$ cat src/rtl/core/block_test_address_generator_core_assert.svh
// ----------------------------------------------------------------------------
// Assertion macros for the address generator core
// Clocked on i_clk, disabled while i_rst_n is low
// ----------------------------------------------------------------------------
`ifndef BLOCK_TEST_ADDRESS_GENERATOR_CORE_ASSERT_SVH
`define BLOCK_TEST_ADDRESS_GENERATOR_CORE_ASSERT_SVH

// antecedent and consequent in the same cycle
`define BTAG_ASSERT_SAME(lbl, ante, cons) \
    lbl: assert property (@(posedge i_clk) disable iff (!i_rst_n) (ante) |-> (cons)) \
        else $error("btag check failed: same-cycle implication");

// consequent in the cycle after the antecedent
`define BTAG_ASSERT_NEXT(lbl, ante, cons) \
    lbl: assert property (@(posedge i_clk) disable iff (!i_rst_n) (ante) |=> (cons)) \
        else $error("btag check failed: next-cycle implication");

`endif

$ cat src/rtl/core/btag_pkg.sv
// ----------------------------------------------------------------------------
// btag_pkg
// Shared types, constants and the LFSR tap table of the address generator
// ----------------------------------------------------------------------------
package btag_pkg;

    localparam int ADDR_WIDTH_DEF = 48;
    localparam int MAX_ORDER_DEF  = 32;
    localparam int MIN_ORDER      = 8;
    localparam int POS_W          = 32;
    localparam int STRIDE_W       = 32;
    localparam int PROD_W         = POS_W + STRIDE_W;
    localparam int SIZE_W         = 31;
    localparam int ORDER_W        = 6;
    localparam int CFG_IDX_W      = 3;

    localparam logic [31:0] SEED_PATTERN = 32'h0000_ace1;

    localparam logic [SIZE_W-1:0]  BLOCK_SIZE_RST = 31'd4096;
    localparam logic [SIZE_W-1:0]  ALIGN_RST      = 31'd0;
    localparam logic [31:0]        PASS_COUNT_RST = 32'd1;
    localparam logic [ORDER_W-1:0] ORDER_RST      = 6'd16;

    typedef enum logic [CFG_IDX_W-1:0] {
        CFG_BLOCK_SIZE  = 3'd0,
        CFG_ALIGN_BYTES = 3'd1,
        CFG_BASE_OFFSET = 3'd2,
        CFG_PASS_COUNT  = 3'd3,
        CFG_LFSR_ORDER  = 3'd4,
        CFG_RANDOM_MODE = 3'd5
    } t_cfg_idx;

    // settings the sequencer needs
    typedef struct packed {
        logic [SIZE_W-1:0]  block_size;
        logic [SIZE_W-1:0]  align_bytes;
        logic [31:0]        pass_count;
        logic [ORDER_W-1:0] lfsr_order;
        logic               random_mode;
    } t_seq_cfg;

    // one position on its way to the address stage
    typedef struct packed {
        logic [POS_W-1:0]    pos;
        logic [STRIDE_W-1:0] stride;
        logic                pass_end;
    } t_pos_item;

    // feedback taps for orders 8..32
    function automatic logic [31:0] tap_mask(input logic [ORDER_W-1:0] order);
        logic [31:0] m;
        case (order)
            6'd8:    m = 32'h0000_001D;
            6'd9:    m = 32'h0000_0011;
            6'd10:   m = 32'h0000_0009;
            6'd11:   m = 32'h0000_0005;
            6'd12:   m = 32'h0000_0107;
            6'd13:   m = 32'h0000_0027;
            6'd14:   m = 32'h0000_1007;
            6'd15:   m = 32'h0000_0003;
            6'd16:   m = 32'h0000_002D;
            6'd17:   m = 32'h0000_0009;
            6'd18:   m = 32'h0000_0081;
            6'd19:   m = 32'h0000_0027;
            6'd20:   m = 32'h0000_0009;
            6'd21:   m = 32'h0000_0005;
            6'd22:   m = 32'h0000_0003;
            6'd23:   m = 32'h0000_0021;
            6'd24:   m = 32'h0000_0087;
            6'd25:   m = 32'h0000_0009;
            6'd26:   m = 32'h0310_0001;
            6'd27:   m = 32'h0640_0001;
            6'd28:   m = 32'h0000_0009;
            6'd29:   m = 32'h0000_0005;
            6'd30:   m = 32'h2500_0001;
            6'd31:   m = 32'h0000_0009;
            6'd32:   m = 32'hC000_0401;
            default: m = 32'h0000_001D;
        endcase
        return m;
    endfunction

endpackage

$ cat src/rtl/core/btag_seq.sv
// ----------------------------------------------------------------------------
// btag_seq
// Pass index, LFSR position and stride for each request, one per cycle while the next stage accepts
// ----------------------------------------------------------------------------
module btag_seq #(
    parameter int MAX_ORDER = btag_pkg::MAX_ORDER_DEF
) (
    input  logic                 i_clk,
    input  logic                 i_rst_n,
    input  btag_pkg::t_seq_cfg   i_cfg,
    input  logic                 i_valid,
    output logic                 o_ready,
    input  logic                 i_restart,
    output logic                 o_valid,
    input  logic                 i_ready,
    output btag_pkg::t_pos_item  o_item
);

    localparam int ORDER_W = btag_pkg::ORDER_W;

    logic                          r_valid;
    btag_pkg::t_pos_item           r_item;
    logic [31:0]                   r_pass_index;
    logic [MAX_ORDER-1:0]          r_lfsr;

    logic                          w_xfer;
    logic [ORDER_W-1:0]            w_order;
    logic [MAX_ORDER-1:0]          w_mask;
    logic [MAX_ORDER-1:0]          w_top;
    logic [MAX_ORDER-1:0]          w_seed;
    logic [MAX_ORDER-1:0]          w_taps;
    logic [MAX_ORDER-1:0]          w_base;
    logic [MAX_ORDER-1:0]          w_v;
    logic [MAX_ORDER-1:0]          w_step;
    logic [MAX_ORDER-1:0]          w_lfsr_out;
    logic                          w_fb;
    logic [MAX_ORDER-1:0]          n_lfsr;
    logic [31:0]                   w_idx;
    logic [32:0]                   w_idx_inc;
    logic [32:0]                   w_limit;
    logic                          w_end;
    logic [31:0]                   n_pass_index;
    logic [btag_pkg::STRIDE_W-1:0] w_sz;
    logic [btag_pkg::STRIDE_W-1:0] w_al;
    logic [btag_pkg::STRIDE_W-1:0] w_round;
    logic [btag_pkg::STRIDE_W-1:0] w_stride;
    btag_pkg::t_pos_item           n_item;

    assign o_ready = !r_valid || i_ready;
    assign w_xfer  = i_valid && o_ready;
    assign o_valid = r_valid;
    assign o_item  = r_item;

    // order clamped to the supported range
    always_comb begin
        if (i_cfg.lfsr_order < ORDER_W'(btag_pkg::MIN_ORDER)) begin
            w_order = ORDER_W'(btag_pkg::MIN_ORDER);
        end else if (i_cfg.lfsr_order > ORDER_W'(MAX_ORDER)) begin
            w_order = ORDER_W'(MAX_ORDER);
        end else begin
            w_order = i_cfg.lfsr_order;
        end
    end

    always_comb begin
        for (int i = 0; i < MAX_ORDER; i++) begin
            w_mask[i] = (ORDER_W'(i) < w_order);
            w_top[i]  = (ORDER_W'(i) == w_order - ORDER_W'(1));
        end
    end

    assign w_seed = w_mask & MAX_ORDER'(btag_pkg::SEED_PATTERN);
    assign w_taps = MAX_ORDER'(btag_pkg::tap_mask(w_order));
    assign w_base = i_restart ? '0 : r_lfsr;
    assign w_v    = w_base & w_mask;

    // zero stands in for the seed, and the seed steps to zero
    always_comb begin
        w_step     = (w_v == '0) ? w_seed : w_v;
        w_fb       = ^(w_step & w_taps);
        w_lfsr_out = (w_step >> 1) | (w_fb ? w_top : '0);
        if (w_v == w_seed) begin
            w_lfsr_out = '0;
        end
    end

    assign n_lfsr = i_cfg.random_mode ? w_lfsr_out : w_base;

    assign w_idx        = i_restart ? 32'd0 : r_pass_index;
    assign w_idx_inc    = {1'b0, w_idx} + 33'd1;
    assign w_limit      = (i_cfg.pass_count == 32'd0) ? 33'd1 : {1'b0, i_cfg.pass_count};
    assign w_end        = (w_idx_inc >= w_limit);
    assign n_pass_index = w_end ? 32'd0 : w_idx_inc[31:0];

    // block size rounded up to alignment, one unit more if aligned; zero alignment keeps it
    assign w_sz    = {1'b0, i_cfg.block_size};
    assign w_al    = {1'b0, i_cfg.align_bytes};
    assign w_round = (w_sz + w_al - 32'd1) & ~(w_al - 32'd1);

    always_comb begin
        if (w_al == '0) begin
            w_stride = w_sz;
        end else if (w_round == w_sz) begin
            w_stride = w_round + w_al;
        end else begin
            w_stride = w_round;
        end
    end

    always_comb begin
        n_item.pos      = i_cfg.random_mode ? btag_pkg::POS_W'(w_lfsr_out) : w_idx;
        n_item.stride   = w_stride;
        n_item.pass_end = w_end;
    end

    always_ff @(posedge i_clk) begin
        if (!i_rst_n) begin
            r_valid      <= 1'b0;
            r_pass_index <= '0;
            r_lfsr       <= '0;
        end else begin
            if (o_ready) begin
                r_valid <= i_valid;
            end
            if (w_xfer) begin
                r_pass_index <= n_pass_index;
                r_lfsr       <= n_lfsr;
            end
        end
    end

    always_ff @(posedge i_clk) begin
        if (w_xfer) begin
            r_item <= n_item;
        end
    end

endmodule

$ cat src/rtl/core/btag_calc.sv
// ----------------------------------------------------------------------------
// btag_calc
// Position times stride, then plus the base offset, two registered stages
// ----------------------------------------------------------------------------
module btag_calc #(
    parameter int ADDR_WIDTH = btag_pkg::ADDR_WIDTH_DEF
) (
    input  logic                        i_clk,
    input  logic                        i_rst_n,
    input  logic                        i_valid,
    output logic                        o_ready,
    input  btag_pkg::t_pos_item         i_item,
    input  logic [ADDR_WIDTH-1:0]       i_base_offset,
    output logic                        o_valid,
    input  logic                        i_ready,
    output logic [ADDR_WIDTH-1:0]       o_byte_address,
    output logic [btag_pkg::POS_W-1:0]  o_block_position,
    output logic                        o_pass_end
);

    logic                        r_v2;
    logic [ADDR_WIDTH-1:0]       r_prod;
    logic [btag_pkg::POS_W-1:0]  r_pos2;
    logic                        r_end2;
    logic                        r_v3;
    logic [ADDR_WIDTH-1:0]       r_addr;
    logic [btag_pkg::POS_W-1:0]  r_pos3;
    logic                        r_end3;

    logic                        w_rdy2;
    logic                        w_rdy3;
    logic [btag_pkg::PROD_W-1:0] w_prod;

    assign w_rdy3  = !r_v3 || i_ready;
    assign w_rdy2  = !r_v2 || w_rdy3;
    assign o_ready = w_rdy2;

    assign w_prod = {{btag_pkg::STRIDE_W{1'b0}}, i_item.pos}
                  * {{btag_pkg::POS_W{1'b0}}, i_item.stride};

    always_ff @(posedge i_clk) begin
        if (!i_rst_n) begin
            r_v2 <= 1'b0;
            r_v3 <= 1'b0;
        end else begin
            if (w_rdy2) begin
                r_v2 <= i_valid;
            end
            if (w_rdy3) begin
                r_v3 <= r_v2;
            end
        end
    end

    always_ff @(posedge i_clk) begin
        if (i_valid && w_rdy2) begin
            r_prod <= w_prod[ADDR_WIDTH-1:0];
            r_pos2 <= i_item.pos;
            r_end2 <= i_item.pass_end;
        end
        if (r_v2 && w_rdy3) begin
            r_addr <= r_prod + i_base_offset;
            r_pos3 <= r_pos2;
            r_end3 <= r_end2;
        end
    end

    assign o_valid          = r_v3;
    assign o_byte_address   = r_addr;
    assign o_block_position = r_pos3;
    assign o_pass_end       = r_end3;

endmodule

$ cat src/rtl/core/block_test_address_generator_core.sv
// ----------------------------------------------------------------------------
// block_test_address_generator_core
// Access address generator for storage benchmark traffic
// ----------------------------------------------------------------------------
// Usage:
//   Request channel i_in_valid/o_in_ready carries i_restart; each transfer
//   yields exactly one result on o_out_valid/i_out_ready: byte address,
//   block position and the end-of-pass flag.
//   Settings are written through i_cfg_we/i_cfg_index/i_cfg_data; the user must write them only while no
//   request is in flight (the block does not enforce this); they take effect for the next request.
//   Stages: each request passes the sequencer stage, the multiply stage and
//   the offset add stage, each registered, before its result is valid.
//   Throughput: one request per cycle while i_out_ready is high; the pass index steps once
//   per transfer in the sequencer stage, and the LFSR too in random mode.
//   Stall: when i_out_ready is low, the stages fill and hold their items;
//   o_in_ready drops once all three stages are occupied. Nothing is lost.
//   Reset (synchronous, active low): pass index and LFSR cleared, settings
//   back to their defaults, all stages empty.
// ----------------------------------------------------------------------------
`include "block_test_address_generator_core_assert.svh"

module block_test_address_generator_core #(
    parameter int ADDR_WIDTH = btag_pkg::ADDR_WIDTH_DEF,
    parameter int MAX_ORDER  = btag_pkg::MAX_ORDER_DEF
) (
    input  logic                              i_clk,
    input  logic                              i_rst_n,
    input  logic                              i_cfg_we,
    input  logic [btag_pkg::CFG_IDX_W-1:0]    i_cfg_index,
    input  logic [ADDR_WIDTH-1:0]             i_cfg_data,
    input  logic                              i_in_valid,
    output logic                              o_in_ready,
    input  logic                              i_restart,
    output logic                              o_out_valid,
    input  logic                              i_out_ready,
    output logic [ADDR_WIDTH-1:0]             o_byte_address,
    output logic [btag_pkg::POS_W-1:0]        o_block_position,
    output logic                              o_pass_end
);

    logic [btag_pkg::SIZE_W-1:0]  r_block_size;
    logic [btag_pkg::SIZE_W-1:0]  r_align_bytes;
    logic [ADDR_WIDTH-1:0]        r_base_offset;
    logic [31:0]                  r_pass_count;
    logic [btag_pkg::ORDER_W-1:0] r_lfsr_order;
    logic                         r_random_mode;

    btag_pkg::t_seq_cfg           w_seq_cfg;
    logic                         w_s1_valid;
    logic                         w_s1_ready;
    btag_pkg::t_pos_item          w_s1_item;
    logic                         w_in_xfer;

    always_ff @(posedge i_clk) begin
        if (!i_rst_n) begin
            r_block_size  <= btag_pkg::BLOCK_SIZE_RST;
            r_align_bytes <= btag_pkg::ALIGN_RST;
            r_base_offset <= '0;
            r_pass_count  <= btag_pkg::PASS_COUNT_RST;
            r_lfsr_order  <= btag_pkg::ORDER_RST;
            r_random_mode <= 1'b0;
        end else if (i_cfg_we) begin
            unique case (btag_pkg::t_cfg_idx'(i_cfg_index))
                btag_pkg::CFG_BLOCK_SIZE:  r_block_size  <= i_cfg_data[btag_pkg::SIZE_W-1:0];
                btag_pkg::CFG_ALIGN_BYTES: r_align_bytes <= i_cfg_data[btag_pkg::SIZE_W-1:0];
                btag_pkg::CFG_BASE_OFFSET: r_base_offset <= i_cfg_data;
                btag_pkg::CFG_PASS_COUNT:  r_pass_count  <= i_cfg_data[31:0];
                btag_pkg::CFG_LFSR_ORDER:  r_lfsr_order  <= i_cfg_data[btag_pkg::ORDER_W-1:0];
                btag_pkg::CFG_RANDOM_MODE: r_random_mode <= i_cfg_data[0];
                default: ;
            endcase
        end
    end

    always_comb begin
        w_seq_cfg.block_size  = r_block_size;
        w_seq_cfg.align_bytes = r_align_bytes;
        w_seq_cfg.pass_count  = r_pass_count;
        w_seq_cfg.lfsr_order  = r_lfsr_order;
        w_seq_cfg.random_mode = r_random_mode;
    end

    assign w_in_xfer = i_in_valid && o_in_ready;

    btag_seq #(
        .MAX_ORDER (MAX_ORDER)
    ) u_seq (
        .i_clk     (i_clk),
        .i_rst_n   (i_rst_n),
        .i_cfg     (w_seq_cfg),
        .i_valid   (i_in_valid),
        .o_ready   (o_in_ready),
        .i_restart (i_restart),
        .o_valid   (w_s1_valid),
        .i_ready   (w_s1_ready),
        .o_item    (w_s1_item)
    );

    btag_calc #(
        .ADDR_WIDTH (ADDR_WIDTH)
    ) u_calc (
        .i_clk            (i_clk),
        .i_rst_n          (i_rst_n),
        .i_valid          (w_s1_valid),
        .o_ready          (w_s1_ready),
        .i_item           (w_s1_item),
        .i_base_offset    (r_base_offset),
        .o_valid          (o_out_valid),
        .i_ready          (i_out_ready),
        .o_byte_address   (o_byte_address),
        .o_block_position (o_block_position),
        .o_pass_end       (o_pass_end)
    );

    // every request transfer lands in the sequencer stage
    `BTAG_ASSERT_NEXT(a_xfer_lands, w_in_xfer, w_s1_valid)
    // a sequential restart starts the pass at position zero
    `BTAG_ASSERT_NEXT(a_restart_pos, w_in_xfer && i_restart && !r_random_mode, w_s1_item.pos == '0)
    // a sequencer item blocked by the address stage stays put
    `BTAG_ASSERT_NEXT(a_s1_hold, w_s1_valid && !w_s1_ready, w_s1_valid && $stable(w_s1_item))

endmodule

$ cat config.mk
export PLATFORM = sky130hd
export DESIGN_NAME = block_test_address_generator_core
export DESIGN_NICKNAME = d
export VERILOG_FILES = /design/src/rtl/core/btag_pkg.sv /design/src/rtl/core/btag_seq.sv /design/src/rtl/core/btag_calc.sv /design/src/rtl/core/block_test_address_generator_core.sv
export VERILOG_INCLUDE_DIRS = /design/src /design/src/rtl/core
export SDC_FILE = /design/constraint.sdc
export NUM_CORES = 2
export LEC_CHECK = 0
export BUFFER_PORTS_ARGS = -buffer_cell sky130_fd_sc_hd__clkbuf_2
export CAP_MARGIN = 20
export CORE_ASPECT_RATIO = 0.75
export CORE_MARGIN = 2
export CORE_UTILIZATION = 48
export CTS_BUF_LIST = sky130_fd_sc_hd__clkbuf_4
export CTS_CLUSTER_SIZE = 25
export DETAILED_ROUTE_END_ITERATION = 12
export GPL_TIMING_DRIVEN = 0
export PLACE_DENSITY = 0.7
export SLEW_MARGIN = 20
export SYNTH_ARGS = -nofsm -noshare
export SYNTH_HDL_FRONTEND = slang
export SYNTH_SLANG_ARGS = --single-unit
$ cat constraint.sdc
create_clock -name i_clk -period 8.5 [get_ports i_clk]
set_clock_uncertainty 0.05 [all_clocks]
set_input_delay 0 -clock i_clk [delete_from_list [all_inputs] [get_ports i_clk]]
set_output_delay 0 -clock i_clk [all_outputs]
set_load 0.01 [all_outputs]
==> results.py <==
metrics = {
    "setup_path": {
        "worstPathRequired_ns": 9.08,
        "crit_fanout": 10,
        "worstPathArrival_ns": 9.10,
        "r2r-start": "u_seq.o_item[48]$_DFFE_PP_",
        "reg2reg_slack_ns": -0.02,
        "crit-reg2reg-capture": "u_calc.r_prod[46]$_DFFE_PP_",
        "path_class": "reg -> reg",
        "reg2reg_depth": 26,
        "worstSetupStartpointType": "flop",
        "end_kind": "flop",
    },
    "layout": {
        "nFillCells": 10100,
        "nNetsFinal": 7734,
        "final_util": 0.559,
        "regArea_um2": 11100,
        "fin_area_um2": 62500,
        "final_common_cell": "nand2_1",
        "multi_input_area_um2": 38900,
        "layout_common_cells": "nand2_1, inv_1, fa_1",
        "area_delta_synth_final_pct": 15.3,
        "drive_above_1_share": 0.117,
    },
    "drt": {
        "routedWlPerCell_um": 27.3,
        "via_per_inst": 5.81,
        "drtAntennaViolNets": 0,
        "vias": 47400,
        "drt_iter0_drc": 5299,
        "route.detailed.drc": 0,
        "drtPass1Iterations": 8,
        "wl_um": 223000,
    },
    "synth": {
        "ys_seq_area_frac": 0.206,
        "synth_top_cell_by_area": "fa_1",
        "synth_area_um2": 54200,
        "synth_seq_cells": 443,
        "postSynthCellCount": 6017,
        "synthDistinctLibCells": 83,
        "muxShareOfSynthArea": 0.00919,
        "synth-compound-area-share": 0.115,
        "async_flop_share": 0,
        "synth_edf_count": 227,
        "synthesis.nets": 7208,
        "synth_fa_ha_area_frac": 0.370,
        "yosysWarnings": 0,
        "yosys-top-cells-area": "fa_1, edfxtp_1, ha_1, dfxtp_1, nand2_1",
        "synth_top_area_share": 0.288,
        "synthXorXnorAreaFrac": 0.0364,
        "synth_ff_type": "edfxtp_1",
        "synth_area_per_cell_um2": 9.01,
        "synth_top_family_by_area": "adder cells",
        "yosys.area_share.simple": 0.178,
    },
    "cts": {
        "cts_max_path_buffers": 3,
        "clock-sinks": 443,
        "cts_tree": "done",
        "cts_made_buffers": 116,
        "clk_latency_ns": 1.01,
        "htreeDepth": 3,
        "clockRootBuffer": "clkbuf_4",
        "clk_pin_slew_worst_paths_ns": 0.07,
    },
    "global_routing": {
        "grt_pass1_wl_um": 319000,
        "grtUsageTotal": 0.386,
        "antenna_found_initial": 30,
        "grt_max_degree": 57,
        "grt_remaining_overflow": 0,
        "grt_pass1_vias": 46400,
    },
    "timing": {
        "slew_headroom": 0.239,
        "hold_violations": 0,
        "rsz0062_at_grt": "yes",
        "min_period_over_period": 1.00,
        "fmax_mhz": 117,
        "worst_pin_slew_ns": 1.14,
        "finalSetupViolCount": 1,
        "setup_ws_ns": -0.0151,
        "finalCriticalPeriod_ns": 8.52,
        "drv_slew": 0,
    },
    "die": {
        "initial_core_util": 0.485,
        "ios": 140,
        "core_area_um2": 112000,
        "num_rows": 106,
        "dieArea_um2": 116000,
        "die_y_um": 295,
        "fp.dieW_um": 392,
    },
    "place": {
        "dpl_worst_slack_ns": -2.47,
        "port_buffers": 138,
        "placed_area_um2": 57000,
        "routabilityCongestion": 1.07,
        "dpl.hpwl_um": 174000,
    },
    "worst_hold_path": {
        "hold_depth": 5,
        "hp-start": "i_cfg_index[1]",
        "worst_hold_path_type": "in -> reg",
        "worstHoldEndpoint": "r_random_mode$_SDFFE_PN0P_",
    },
    "outcome": {
        "failed_checks": "negative setup slack",
        "status": "finished, violations left",
    },
    "job": {
        "cap_violations": 0,
    },
}
==> worst max path at each step <==
| stage | start | endpoint | slack (ns) | cells past startpoint |
|---|---|---|---|---|
| after floorplan | u_seq.o_item[53]$_DFFE_PP_ | u_calc.r_prod[47]$_DFFE_PP_ | 0.74 | 28 |
| after global placement | u_seq.o_item[51]$_DFFE_PP_ | u_calc.r_prod[47]$_DFFE_PP_ | -2.55 | 28 |
| after detailed placement | u_seq.o_item[51]$_DFFE_PP_ | u_calc.r_prod[47]$_DFFE_PP_ | -2.47 | 28 |
| after CTS | u_seq.o_item[38]$_DFFE_PP_ | u_calc.r_prod[47]$_DFFE_PP_ | -0.08 | 27 |
| after global routing | u_seq.o_item[46]$_DFFE_PP_ | u_calc.r_prod[46]$_DFFE_PP_ | -0.15 | 26 |
| final | u_seq.o_item[48]$_DFFE_PP_ | u_calc.r_prod[46]$_DFFE_PP_ | -0.02 | 26 |
==> cell usage after synthesis (8+ instances only) <==
cell type / count
nor2_1: 167
a21o_1: 83
o211ai_1: 18
or3_1: 20
clkbuf_1: 297
o21ai_0: 170
a22oi_1: 23
or4_1: 9
o221ai_1: 45
and3_1: 22
o21a_1: 30
o31ai_1: 13
a21boi_0: 146
nor2b_1: 44
nand4_1: 36
inv_1: 914
nor4_1: 34
edfxtp_1: 227
or2_2: 13
mux2i_1: 43
a31oi_1: 26
a22o_1: 34
nand3_1: 81
xor2_1: 59
nor3b_1: 9
xnor2_1: 166
nand2b_1: 33
nand2_1: 990
o21bai_1: 28
a21oi_1: 195
dfxtp_1: 216
and4_1: 10
nor3_1: 51
and2_1: 477
fa_1: 781
ha_1: 353
a211oi_1: 16
a2111oi_0: 8
==> sequential cells by signal, indices dropped and copies added, names as in the netlist <==
| register | cells |
|---|---|
| r_align_bytes | 31 |
| r_base_offset | 48 |
| r_block_size | 31 |
| r_lfsr_order | 6 |
| r_pass_count | 32 |
| r_random_mode | 1 |
| u_calc.o_block_position | 32 |
| u_calc.o_byte_address | 48 |
| u_calc.o_pass_end | 1 |
| u_calc.o_valid | 1 |
| u_calc.r_end2 | 1 |
| u_calc.r_pos2 | 32 |
| u_calc.r_prod | 48 |
| u_calc.r_v2 | 1 |
| u_seq.o_item | 65 |
| u_seq.o_valid | 1 |
| u_seq.r_lfsr | 32 |
| u_seq.r_pass_index | 32 |
==> repair_timing <==
item / CTS / global route
pin swaps: 7 / 115
gates cloned: 0 / 1
gates resized for setup: 263 / 368
setup buffers: 89 / 54
hold buffers: 130 / 0
endpoints found under the hold margin: 349 / 0
endpoints found under the setup margin: 17 / 5
==> cell type report <==
type / instances / area share
diodes: 12 / 0.000481
plain buffers: 298 / 0.0318
clock buffers: 177 / 0.0213
clock inverters: 41 / 0.00361
inverters: 915 / 0.0550
multi-input cells: 4348 / 0.623
flip-flops and latches: 443 / 0.178
well taps: 1512 / 0.0303
repair buffers: 421 / 0.0558
==> metal layers <==
layer | global-route usage | share of wire | routed length, µm
met3 | 0.173 | 0.16 | 34700
met1 | 0.532 | 0.41 | 90900
met5 | 0 | 0.00029 | 64
met2 | 0.524 | 0.39 | 87100
met4 | 0.156 | 0.046 | 10400
==> cells by family after synthesis <==
logic type | Yosys count
AO/OA/AOI/OAI | 922
XOR/XNOR | 225
adder cells (fa/ha/maj) | 1136
buffers and inverters | 1226
flip-flops | 443
multiplexers | 49
AND/OR/NAND/NOR | 2016
==> per-stage QoR <==
stage	cells	hold slack, ns	setup TNS, ns
2_1_floorplan	6017	0.0740	0
3_3_place_gp	7667	0.190	-141.25
3_5_place_dp	7676	0.198	-13.84
4_1_cts	8107	0.0266	-0.0880
5_1_grt	8159	0.120	-0.249
6_report	8167	0.0962	-0.0151
==> worst max-delay path: stages (launching register included) <==
cell and delay (ns):
edfxtp_1 0.42, buf_12 0.17, buf_8 0.17, and2_1 0.17
fa_1 0.60, fa_2 0.46, fa_1 0.57, inv_1 0.07
fa_1 0.51, inv_1 0.07, fa_1 0.49, fa_2 0.58
fa_1 0.42, fa_1 0.45, ha_1 0.27, a2111oi_4 0.33
o31ai_1 0.14, o21ai_1 0.15, a31oi_2 0.07, buf_6 0.15
and3_4 0.15, o41a_1 0.51, a41o_4 0.37, nor3_4 0.22
o21bai_1 0.11, a21oi_2 0.25, xnor2_4 0.17
Power is not shown: default switching activity piles up to over one toggle a cycle in this logic, so the estimate is an artifact.
